--- src/rtl/core/ir_range_average_and_convert_macros.svh ---
// ----------------------------------------------------------------------------
// Assertion macros for the IR range averaging and conversion block
// Short forms for the clocked checks used in the RTL modules.
// ----------------------------------------------------------------------------
`ifndef IR_RANGE_AVERAGE_AND_CONVERT_MACROS_SVH
`define IR_RANGE_AVERAGE_AND_CONVERT_MACROS_SVH

// The consequent must hold in the same cycle as the antecedent.
`define IRRAC_ASSERT_SAME(label, ante, cons) \
	label: assert property (@(posedge clk) disable iff (!arst_n) (ante) |-> (cons)) \
		else $error("irrac assertion failed");

// The consequent must hold in the cycle after the antecedent.
`define IRRAC_ASSERT_NEXT(label, ante, cons) \
	label: assert property (@(posedge clk) disable iff (!arst_n) (ante) |=> (cons)) \
		else $error("irrac assertion failed");

`endif

--- src/rtl/core/irrac_pkg.sv ---
// ----------------------------------------------------------------------------
// IR range averaging and conversion package
// Shared widths, constants and the structs that pass between modules.
// ----------------------------------------------------------------------------
`default_nettype none

package irrac_pkg;

	localparam int SAMPLE_W = 10;
	localparam int SUM_W    = 16;
	localparam int DIST_W   = 10;
	localparam int DIV_W    = 16;
	localparam int STEP_W   = 4;
	localparam int FEET_W   = 15;
	localparam int PROD_W   = DIST_W + FEET_W + 1;

	localparam logic [DIV_W-1:0]  BASE_OFFSET = 16'd206;
	localparam logic [DIV_W-1:0]  RANGE_NUMER = 16'd30500;
	localparam logic [DIST_W-1:0] DIST_MIN    = 10'd30;
	localparam logic [DIST_W-1:0] DIST_MAX    = 10'd600;
	// 0.328084 in unsigned Q0.16.
	localparam logic [FEET_W-1:0] FEET_Q16    = 15'd21501;

	typedef struct packed {
		logic             start;
		logic [DIV_W-1:0] dividend;
		logic [DIV_W-1:0] divisor;
	} div_req_t;

	typedef struct packed {
		logic             busy;
		logic             done;
		logic [DIV_W-1:0] quotient;
	} div_rsp_t;

	typedef struct packed {
		logic              in_feet;
		logic [DIST_W-1:0] shown_distance;
		logic [DIST_W-1:0] distance_cm;
	} result_t;

endpackage

`default_nettype wire

--- src/rtl/core/ir_range_average_and_convert.sv ---
// ----------------------------------------------------------------------------
// IR range averaging and conversion, top level
// Averages groups of converter samples and turns the mean into a distance.
// ----------------------------------------------------------------------------
// Each request on the slave stream carries one 10-bit converter sample. The
// block adds AVERAGE_COUNT samples, divides the sum by AVERAGE_COUNT to form
// the mean and converts it to a distance of floor(30500 / (mean - 206)) cm,
// clamped to 30..600; a mean below 206 gives 30 and a mean of exactly 206
// gives 600. With display_feet set, the shown value is the distance times
// 0.328084 in Q0.16, truncated. One result leaves on the master stream per
// group. A sample that does not close a group is accepted as soon as it is
// offered while no conversion runs. The sample that closes a group starts
// the conversion, and its accepting edge also forms the mean by multiplying
// the sum with a constant reciprocal. The slave side then stays not ready
// while ST_MEAN checks the corner means and starts the divider, the divider
// runs at one quotient bit per cycle, the distance is clamped as it
// finishes, ST_FEET multiplies for the feet value and ST_DONE hands the
// result to the output register. A mean at or below 206 skips the division
// and goes from ST_MEAN straight to ST_FEET. The output register holds a
// finished result while the next group collects; if it is still occupied
// when the following result is ready, the sequencer waits for it to drain
// and the slave side stays not ready meanwhile.
// ----------------------------------------------------------------------------
`default_nettype none

`include "ir_range_average_and_convert_macros.svh"

module ir_range_average_and_convert #(
	parameter int AVERAGE_COUNT = 64
) (
	input  wire logic        clk,
	input  wire logic        arst_n,
	// Configuration: display_feet register.
	input  wire logic        cfg_we,
	input  wire logic        cfg_wdata,
	// Slave stream of samples.
	input  wire logic        s_tvalid,
	output logic             s_tready,
	input  wire logic [15:0] s_tdata,   // [9:0] sample, [15:10] zero
	// Master stream of results.
	output logic             m_tvalid,
	input  wire logic        m_tready,
	output logic [23:0]      m_tdata,   // [9:0] distance_cm, [19:10] shown_distance
	output logic             m_tuser    // [0] in_feet
);

	localparam int CNT_W = $clog2(AVERAGE_COUNT);
	localparam logic [CNT_W-1:0] CNT_LAST = CNT_W'(AVERAGE_COUNT - 1);

	logic                        display_feet_q;
	logic [irrac_pkg::SUM_W-1:0] sum_q;
	logic [CNT_W-1:0]            count_q;
	logic                        out_valid_q;
	irrac_pkg::result_t          out_q;

	logic                        accept;
	logic                        group_last;
	logic [irrac_pkg::SUM_W-1:0] sum_nxt;
	logic                        slot_free;
	logic                        conv_busy;
	logic                        conv_valid;
	irrac_pkg::result_t          conv_res;

	// The running sum wraps modulo 2^16, as the averaging register does.
	assign accept     = s_tvalid && s_tready;
	assign group_last = (count_q == CNT_LAST);
	assign sum_nxt    = sum_q + irrac_pkg::SUM_W'(s_tdata[irrac_pkg::SAMPLE_W-1:0]);
	assign slot_free  = !out_valid_q || m_tready;
	assign s_tready   = !conv_busy;

	always_ff @(posedge clk or negedge arst_n) begin
		if (!arst_n) begin
			display_feet_q <= 1'b0;
			sum_q          <= '0;
			count_q        <= '0;
		end else begin
			if (cfg_we) display_feet_q <= cfg_wdata;
			if (accept) begin
				if (group_last) begin
					sum_q   <= '0;
					count_q <= '0;
				end else begin
					sum_q   <= sum_nxt;
					count_q <= count_q + 1'b1;
				end
			end
		end
	end

	irrac_conv #(
		.AVERAGE_COUNT (AVERAGE_COUNT)
	) u_conv (
		.clk       (clk),
		.arst_n    (arst_n),
		.start     (accept && group_last),
		.group_sum (sum_nxt),
		.feet_mode (display_feet_q),
		.slot_free (slot_free),
		.busy      (conv_busy),
		.res_valid (conv_valid),
		.res       (conv_res)
	);

	// Output register: loads a finished result whenever the slot is free.
	always_ff @(posedge clk or negedge arst_n) begin
		if (!arst_n) begin
			out_valid_q <= 1'b0;
		end else if (conv_valid && slot_free) begin
			out_valid_q <= 1'b1;
		end else if (m_tready) begin
			out_valid_q <= 1'b0;
		end
	end

	always_ff @(posedge clk) begin
		if (conv_valid && slot_free) out_q <= conv_res;
	end

	assign m_tvalid = out_valid_q;
	assign m_tdata  = {4'b0000, out_q.shown_distance, out_q.distance_cm};
	assign m_tuser  = out_q.in_feet;

	`IRRAC_ASSERT_SAME(a_cm_range, out_valid_q,
		out_q.distance_cm >= irrac_pkg::DIST_MIN && out_q.distance_cm <= irrac_pkg::DIST_MAX)
	`IRRAC_ASSERT_SAME(a_cm_shown, out_valid_q && !out_q.in_feet,
		out_q.shown_distance == out_q.distance_cm)
	`IRRAC_ASSERT_NEXT(a_group_restart, accept && group_last, count_q == '0 && sum_q == '0)

endmodule

`default_nettype wire

--- src/rtl/core/irrac_div.sv ---
// ----------------------------------------------------------------------------
// IR range divider
// Restoring divider, one quotient bit per cycle.
// ----------------------------------------------------------------------------
`default_nettype none

`include "ir_range_average_and_convert_macros.svh"

module irrac_div (
	input  wire logic              clk,
	input  wire logic              arst_n,
	input  wire irrac_pkg::div_req_t req,
	output irrac_pkg::div_rsp_t    rsp
);

	logic [irrac_pkg::DIV_W-1:0]  rem_q;
	logic [irrac_pkg::DIV_W-1:0]  quo_q;
	logic [irrac_pkg::DIV_W-1:0]  dvs_q;
	logic [irrac_pkg::STEP_W-1:0] step_q;
	logic                         busy_q;
	logic                         done_q;

	logic [irrac_pkg::DIV_W:0]   shifted;
	logic                        q_bit;
	logic [irrac_pkg::DIV_W-1:0] rem_nxt;

	// Bring down the next dividend bit and try the subtraction.
	always_comb begin
		shifted = {rem_q, quo_q[irrac_pkg::DIV_W-1]};
		q_bit   = (shifted >= {1'b0, dvs_q});
		rem_nxt = q_bit ? irrac_pkg::DIV_W'(shifted - {1'b0, dvs_q})
		                : irrac_pkg::DIV_W'(shifted);
	end

	always_ff @(posedge clk or negedge arst_n) begin
		if (!arst_n) begin
			busy_q <= 1'b0;
			done_q <= 1'b0;
			step_q <= '0;
		end else begin
			done_q <= 1'b0;
			if (req.start) begin
				busy_q <= 1'b1;
				step_q <= '0;
			end else if (busy_q) begin
				step_q <= step_q + 1'b1;
				if (step_q == '1) begin
					busy_q <= 1'b0;
					done_q <= 1'b1;
				end
			end
		end
	end

	always_ff @(posedge clk) begin
		if (req.start) begin
			rem_q <= '0;
			quo_q <= req.dividend;
			dvs_q <= req.divisor;
		end else if (busy_q) begin
			rem_q <= rem_nxt;
			quo_q <= {quo_q[irrac_pkg::DIV_W-2:0], q_bit};
		end
	end

	assign rsp.busy     = busy_q;
	assign rsp.done     = done_q;
	assign rsp.quotient = quo_q;

	`IRRAC_ASSERT_SAME(a_no_restart, req.start, !busy_q)
	`IRRAC_ASSERT_NEXT(a_start_runs, req.start, busy_q && !done_q)
	`IRRAC_ASSERT_NEXT(a_done_pulse, done_q, !done_q && !busy_q)

endmodule

`default_nettype wire

--- src/rtl/core/irrac_conv.sv ---
// ----------------------------------------------------------------------------
// IR range conversion sequencer
// Turns a group sum into a clamped distance: the mean by reciprocal
// multiplication, the distance with the divider.
// ----------------------------------------------------------------------------
`default_nettype none

module irrac_conv #(
	parameter int AVERAGE_COUNT = 64
) (
	input  wire logic                        clk,
	input  wire logic                        arst_n,
	input  wire logic                        start,
	input  wire logic [irrac_pkg::SUM_W-1:0] group_sum,
	input  wire logic                        feet_mode,
	input  wire logic                        slot_free,
	output logic                             busy,
	output logic                             res_valid,
	output irrac_pkg::result_t               res
);

	// The mean is floor(sum * MEAN_RECIP / 2^MEAN_SH). MEAN_RECIP is one above
	// floor(2^MEAN_SH / AVERAGE_COUNT), which is exact for every 16-bit sum.
	localparam int MEAN_SH = irrac_pkg::SUM_W + $clog2(AVERAGE_COUNT);
	localparam int RECIP_W = irrac_pkg::SUM_W + 2;
	localparam int MPROD_W = MEAN_SH + irrac_pkg::SUM_W + 2;
	localparam logic [RECIP_W-1:0] MEAN_RECIP =
		RECIP_W'(((64'd1 << MEAN_SH) / 64'(AVERAGE_COUNT)) + 64'd1);

	typedef enum logic [4:0] {
		ST_IDLE  = 5'b00001,
		ST_MEAN  = 5'b00010,
		ST_RANGE = 5'b00100,
		ST_FEET  = 5'b01000,
		ST_DONE  = 5'b10000
	} conv_state_t;

	conv_state_t state_q;

	logic [irrac_pkg::DIST_W-1:0] cm_q;
	logic [irrac_pkg::PROD_W-1:0] prod_q;
	logic                         feet_q;
	logic [irrac_pkg::DIV_W-1:0]  mean_q;

	irrac_pkg::div_req_t div_req;
	irrac_pkg::div_rsp_t div_rsp;

	logic [MPROD_W-1:0]          mean_prod;
	logic [irrac_pkg::DIV_W-1:0] quot;
	logic                        mean_low;
	logic                        mean_base;

	irrac_div u_div (
		.clk    (clk),
		.arst_n (arst_n),
		.req    (div_req),
		.rsp    (div_rsp)
	);

	assign mean_prod = MPROD_W'(group_sum) * MPROD_W'(MEAN_RECIP);
	assign quot      = div_rsp.quotient;
	assign mean_low  = (mean_q < irrac_pkg::BASE_OFFSET);
	assign mean_base = (mean_q == irrac_pkg::BASE_OFFSET);

	always_comb begin
		div_req.start    = (state_q == ST_MEAN) && !mean_low && !mean_base;
		div_req.dividend = irrac_pkg::RANGE_NUMER;
		div_req.divisor  = mean_q - irrac_pkg::BASE_OFFSET;
	end

	always_ff @(posedge clk or negedge arst_n) begin
		if (!arst_n) begin
			state_q <= ST_IDLE;
		end else begin
			unique case (state_q)
				ST_IDLE: begin
					if (start) state_q <= ST_MEAN;
				end
				ST_MEAN: begin
					state_q <= (mean_low || mean_base) ? ST_FEET : ST_RANGE;
				end
				ST_RANGE: begin
					if (div_rsp.done) state_q <= ST_FEET;
				end
				ST_FEET: begin
					state_q <= ST_DONE;
				end
				ST_DONE: begin
					if (slot_free) state_q <= ST_IDLE;
				end
				default: begin
					state_q <= ST_IDLE;
				end
			endcase
		end
	end

	always_ff @(posedge clk) begin
		if (state_q == ST_IDLE && start) begin
			feet_q <= feet_mode;
			mean_q <= mean_prod[MEAN_SH +: irrac_pkg::DIV_W];
		end
		if (state_q == ST_MEAN) begin
			cm_q <= mean_low ? irrac_pkg::DIST_MIN : irrac_pkg::DIST_MAX;
		end
		if (state_q == ST_RANGE && div_rsp.done) begin
			if (quot >= irrac_pkg::DIV_W'(irrac_pkg::DIST_MAX)) begin
				cm_q <= irrac_pkg::DIST_MAX;
			end else if (quot <= irrac_pkg::DIV_W'(irrac_pkg::DIST_MIN)) begin
				cm_q <= irrac_pkg::DIST_MIN;
			end else begin
				cm_q <= irrac_pkg::DIST_W'(quot);
			end
		end
		if (state_q == ST_FEET) begin
			prod_q <= irrac_pkg::PROD_W'(cm_q) * irrac_pkg::PROD_W'(irrac_pkg::FEET_Q16);
		end
	end

	assign busy               = (state_q != ST_IDLE);
	assign res_valid          = (state_q == ST_DONE);
	assign res.distance_cm    = cm_q;
	assign res.in_feet        = feet_q;
	assign res.shown_distance = feet_q ? prod_q[irrac_pkg::PROD_W-1 -: irrac_pkg::DIST_W]
	                                   : cm_q;

endmodule

`default_nettype wire
--- config.mk ---
export PLATFORM = sky130hd
export DESIGN_NAME = ir_range_average_and_convert
export DESIGN_NICKNAME = d
export VERILOG_FILES = /design/src/rtl/core/irrac_pkg.sv /design/src/rtl/core/ir_range_average_and_convert.sv /design/src/rtl/core/irrac_div.sv /design/src/rtl/core/irrac_conv.sv
export VERILOG_INCLUDE_DIRS = /design/src /design/src/rtl/core
export SDC_FILE = /design/constraint.sdc
export NUM_CORES = 1
export LEC_CHECK = 0
export BUFFER_PORTS_ARGS = -buffer_cell sky130_fd_sc_hd__buf_4
export CAP_MARGIN = 20
export CORE_MARGIN = 2
export CORE_UTILIZATION = 39
export CTS_CLUSTER_SIZE = 8
export DETAILED_ROUTE_END_ITERATION = 10
export PLACE_DENSITY_LB_ADDON = 0.08
export SLEW_MARGIN = 20
export SYNTH_ARGS = -nofsm -noshare
export SYNTH_HDL_FRONTEND = slang
export SYNTH_SLANG_ARGS = --single-unit
--- constraint.sdc ---
create_clock -name clk -period 7.15 [get_ports clk]
set_clock_uncertainty 0.15 [all_clocks]
set_input_delay 1.43 -clock clk [delete_from_list [all_inputs] [get_ports clk]]
set_output_delay 1.43 -clock clk [all_outputs]
set_load 0.005 [all_outputs]
==> summary.md <==
| Metric | Value |
|---|---|
| Synth top area share | `21.14%` |
| # H-tree levels | `4` |
| Finish-stage setup viols | `0` |
| Cell variety after synth | `71` |
| Hold Fails Final Rpt | `0` |
| Clock-pin slew on the worst setup and hold paths | `0.06 ns` |
| Setup CP Type | `register to register` |
| Static leakage | `0.004414 uW` |
| Synth area leader | `edfxtp_1` |
| CTS Sinks | `130` |
| Clk root buf | `clkbuf_16` |
| Post-CTS setup buffer count | `0` |
| CP max-delay cell | `a211oi_1` |
| Fmax | `0.1681 GHz` |
| Slew margin rel. | `32.26%` |
| Placed cell count | `between 1k and 1.5k` |
| Post-Layout Inst Area | `between 10000 and 15000 um^2` |
| Initial core utilization | `around 40%` |
| PostCTS Resize Cnt | `0` |
| #FFs+latches synth | `130` |
| Hold Path Class | `register to register` |
| Mean post-synth cell area | `approximately 10 um^2` |
| Core Box Area | `between 20000 and 25000 um^2` |
| Drt drc | `0` |
| Top-count cell post-synth | `ha_1` |
| Pins Over Slew Limit | `0` |
| First-pass GRT wire length | `about 32000 um` |
| Most used cell, CP | `fa_1` |
| DR vias/cell | `about 5.3` |
| Startpoint Class | `register` |
| Final HPWL DP | `14420 um` |
| CTS Buffer Depth | `2` |
| Worst path required time | `between 7 and 8 ns` |
| Iteration-0 DRC count of the detailed router | `around 290` |
| Pwr dens | `204.6 nW/um^2` |
| CP Data Arrival Time | `5.97 ns` |
| Setup repair after global routing missed its margin | `false` |
| I/O pin total | `approximately 50` |
| Synth top cells by count | `101 x ha_1, 79 x inv_1, 75 x nand2_1, 63 x edfxtp_1, 51 x nor2_1` |
| Pre-Repair DR Iteration Count | `6` |
| Area grow syn2layout | `12.57%` |
| Peak VDD IR | `roughly 0.00019 V` |
| CTS tree | `done` |
| Synth Cell Area | `around 8900 um^2` |
| Number of diodes | `0` |
| Worst setup EP type | `register` |
| Post-DR wirelength/cell | `between 15 and 20 um` |
| Synth Instances | `859` |
| Post-synth EDFFs | `63` |
| Sequential area share after synthesis | `approximately two fifths` |
| Share of synthesized registers carrying an async set or reset | `26.92%` |
| Final GP Congestion | `approximately 0.84` |
| Largest net degree at the start of global routing | `between 60 and 70` |
| Clk Latency, worst-skew pair | `0.43 ns` |
| Vias in the first global route | `6350` |
| Detail Route Antenna Nets | `0` |
| Gr ovfl total | `0` |
| Placed cell area | `roughly 9500 um^2` |
| Final Core Density | `between 40% and 50%` |
| Slew @ Worst Pin | `1.012 ns` |
| Vias post-DR | `6381` |
| Worst path cell trace | `fa_1 -> inv_1 -> fa_1 -> xor2_1 -> ha_1 -> o21bai_1 -> fa_1 -> fa_1 -> ha_1 -> a21oi_1 -> o211ai_1 -> a211oi_1 -> o31ai_1 -> a21boi_0 -> xnor2_1` |
| Gr usage total | `between 10% and 20%` |
| Initial antenna violation count | `0` |
| I/O Buffers | `38` |
| Worst-path maximum fanout | `8` |
| Hold-fix buffers at CTS | `0` |
| Layout Nets | `1067` |
| Top_reg_cell synth | `edfxtp_1` |
| Largest stage delay on the critical path | `0.74 ns` |
| MaxCap Viol Count | `0` |
| Status | `finished clean` |
| Ys Warns | `0` |
| Final WL | `about 19000 um` |
| Final Critical Period | `5.949 ns` |
| Fin cells | `about 1.2k` |
| Setup TNS | `0 ns` |
| Fraction of layout cells with a size suffix above 1 | `around a tenth` |
| Total die area | `~24000 um^2` |
| CTS Buf Count | `17` |
| Top cells by area, synth | `edfxtp_1 21%, ha_1 14%, fa_1 10%, dfrtp_1 9.5%, dfxtp_1 7.2%` |
| Cell row count | `55` |
| Die H | `155.5 um` |
| Die Span X | `~160 um` |
| Period utilization | `slightly above 80%` |
-- path summary, 6_finish.rpt --
kind / from / endpoint / slack, ns / cells after the start
setup / recovery: u_conv.cm_q[8]$_SDFFCE_PP0P_ / u_conv.prod_q[24]$_DFFE_PP_ / 1.20 / 15
max in group asynchronous: arst_n / u_conv.u_div.busy_q$_DFF_PN0_ / 5.68 / 1
hold / removal: display_feet_q$_DFFE_PN0P_ / u_conv.feet_q$_DFFE_PP_ / 0.30 / 0
setup reg to reg: u_conv.cm_q[8]$_SDFFCE_PP0P_ / u_conv.prod_q[24]$_DFFE_PP_ / 1.20 / 15
min in group asynchronous: arst_n / sum_q[2]$_DFFE_PN0P_ / 0.80 / 1
hold reg to reg: display_feet_q$_DFFE_PN0P_ / u_conv.feet_q$_DFFE_PP_ / 0.30 / 0
-- flip-flops by register name, summed over array words and instances, names as in the netlist --
name and cells:
display_feet_q 1, u_conv.prod_q 9, count_q 6, u_conv.u_div.rem_q 16, u_conv.u_div.done_q 1, m_tdata 20
u_conv.state_q 5, u_conv.feet_q 1, m_tvalid 1, sum_q 16, u_conv.u_div.busy_q 1, u_conv.u_div.dvs_q 12
u_conv.u_div.step_q 4, u_conv.u_div.quo_q 16, u_conv.mean_q 10, m_tuser 1, u_conv.cm_q 10
-- cell usage in the layout (no fill, tap or decap), types with 5 or more instances in the layout --
cell / instances
a211oi_1: 5
a21o_1: 9
a21oi_1: 41
a31oi_1: 6
a41oi_1: 6
and2_1: 7
and3_1: 8
buf_4: 43
clkbuf_16: 17
dfrtp_1: 33
dfxtp_1: 32
edfxtp_1: 63
fa_1: 46
ha_1: 101
inv_1: 79
mux2_2: 5
mux2i_1: 15
nand2_1: 75
nand2b_1: 11
nand3_1: 21
nand3b_1: 5
nand4_1: 13
nor2_1: 51
nor2b_1: 5
nor3_1: 9
nor3b_1: 10
nor4_1: 5
o211ai_1: 10
o21a_1: 6
o21ai_0: 47
o31ai_1: 10
xnor2_1: 20
xor2_1: 20
-- cell type report --
cell class	instances	area (um^2)
multi-input combinational	626	5124
fill	2123	12500
tap	285	356.6
clock inverter	14	131.4
timing repair buffer	43	322.8
sequential	130	3411
inverter	80	300.3
clock buffer	18	429.2
-- routing by layer --
layer | routed length [um] | GRT usage [%]
met5 | 0 | 0
met3 | 628 | 2.813
met4 | 250 | 5.024
met1 | 9203 | 22.58
met2 | 9051 | 26.97
-- cell families after synthesis --
kind of cell,after synthesis,synth area share [%]
simple gates,241,13.60
compound gates,174,12.82
fa+ha+maj,147,24.41
flops,130,38.10
buf+inv,106,4.809
xor+xnor,40,3.914
mux,20,2.307
other cells,1,0.04190
-- worst max-delay path: cells and delay by family, from the launching register on --
family	cells	cell delay (ns)
AOI/OAI and AO/OA	6	1.81
xor gates and xnor gates	2	0.29
adders and majority gates	6	2.72
buffers and inverters	1	0.14
DFF	1	0.58
-- where the power goes --
| group | leakage [uW] | switching (uW) | internal [uW] |
|---|---|---|---|
| clock network | 0.000271 | 356 | 484 |
| registers | 0.00127 | 47.4 | 845 |
| logic | 0.00288 | 185 | 144 |
| total | 0.00441 | 588 | 1470 |
-- through the flow --
step | power [uW] | setup slack (ns) | hold WS [ns]
3_5_place_dp | 1235 | 1.248 | 0.2850
6_report | 2061 | 1.201 | 0.2982
3_3_place_gp | 1218 | 1.277 | 0.2792
5_1_grt | 2160 | 0.8818 | 0.3174
4_1_cts | 2086 | 1.223 | 0.2990
2_1_floorplan | 1146 | 2.092 | 0.2711
Note: power is estimated with default switching activity, not from simulation.
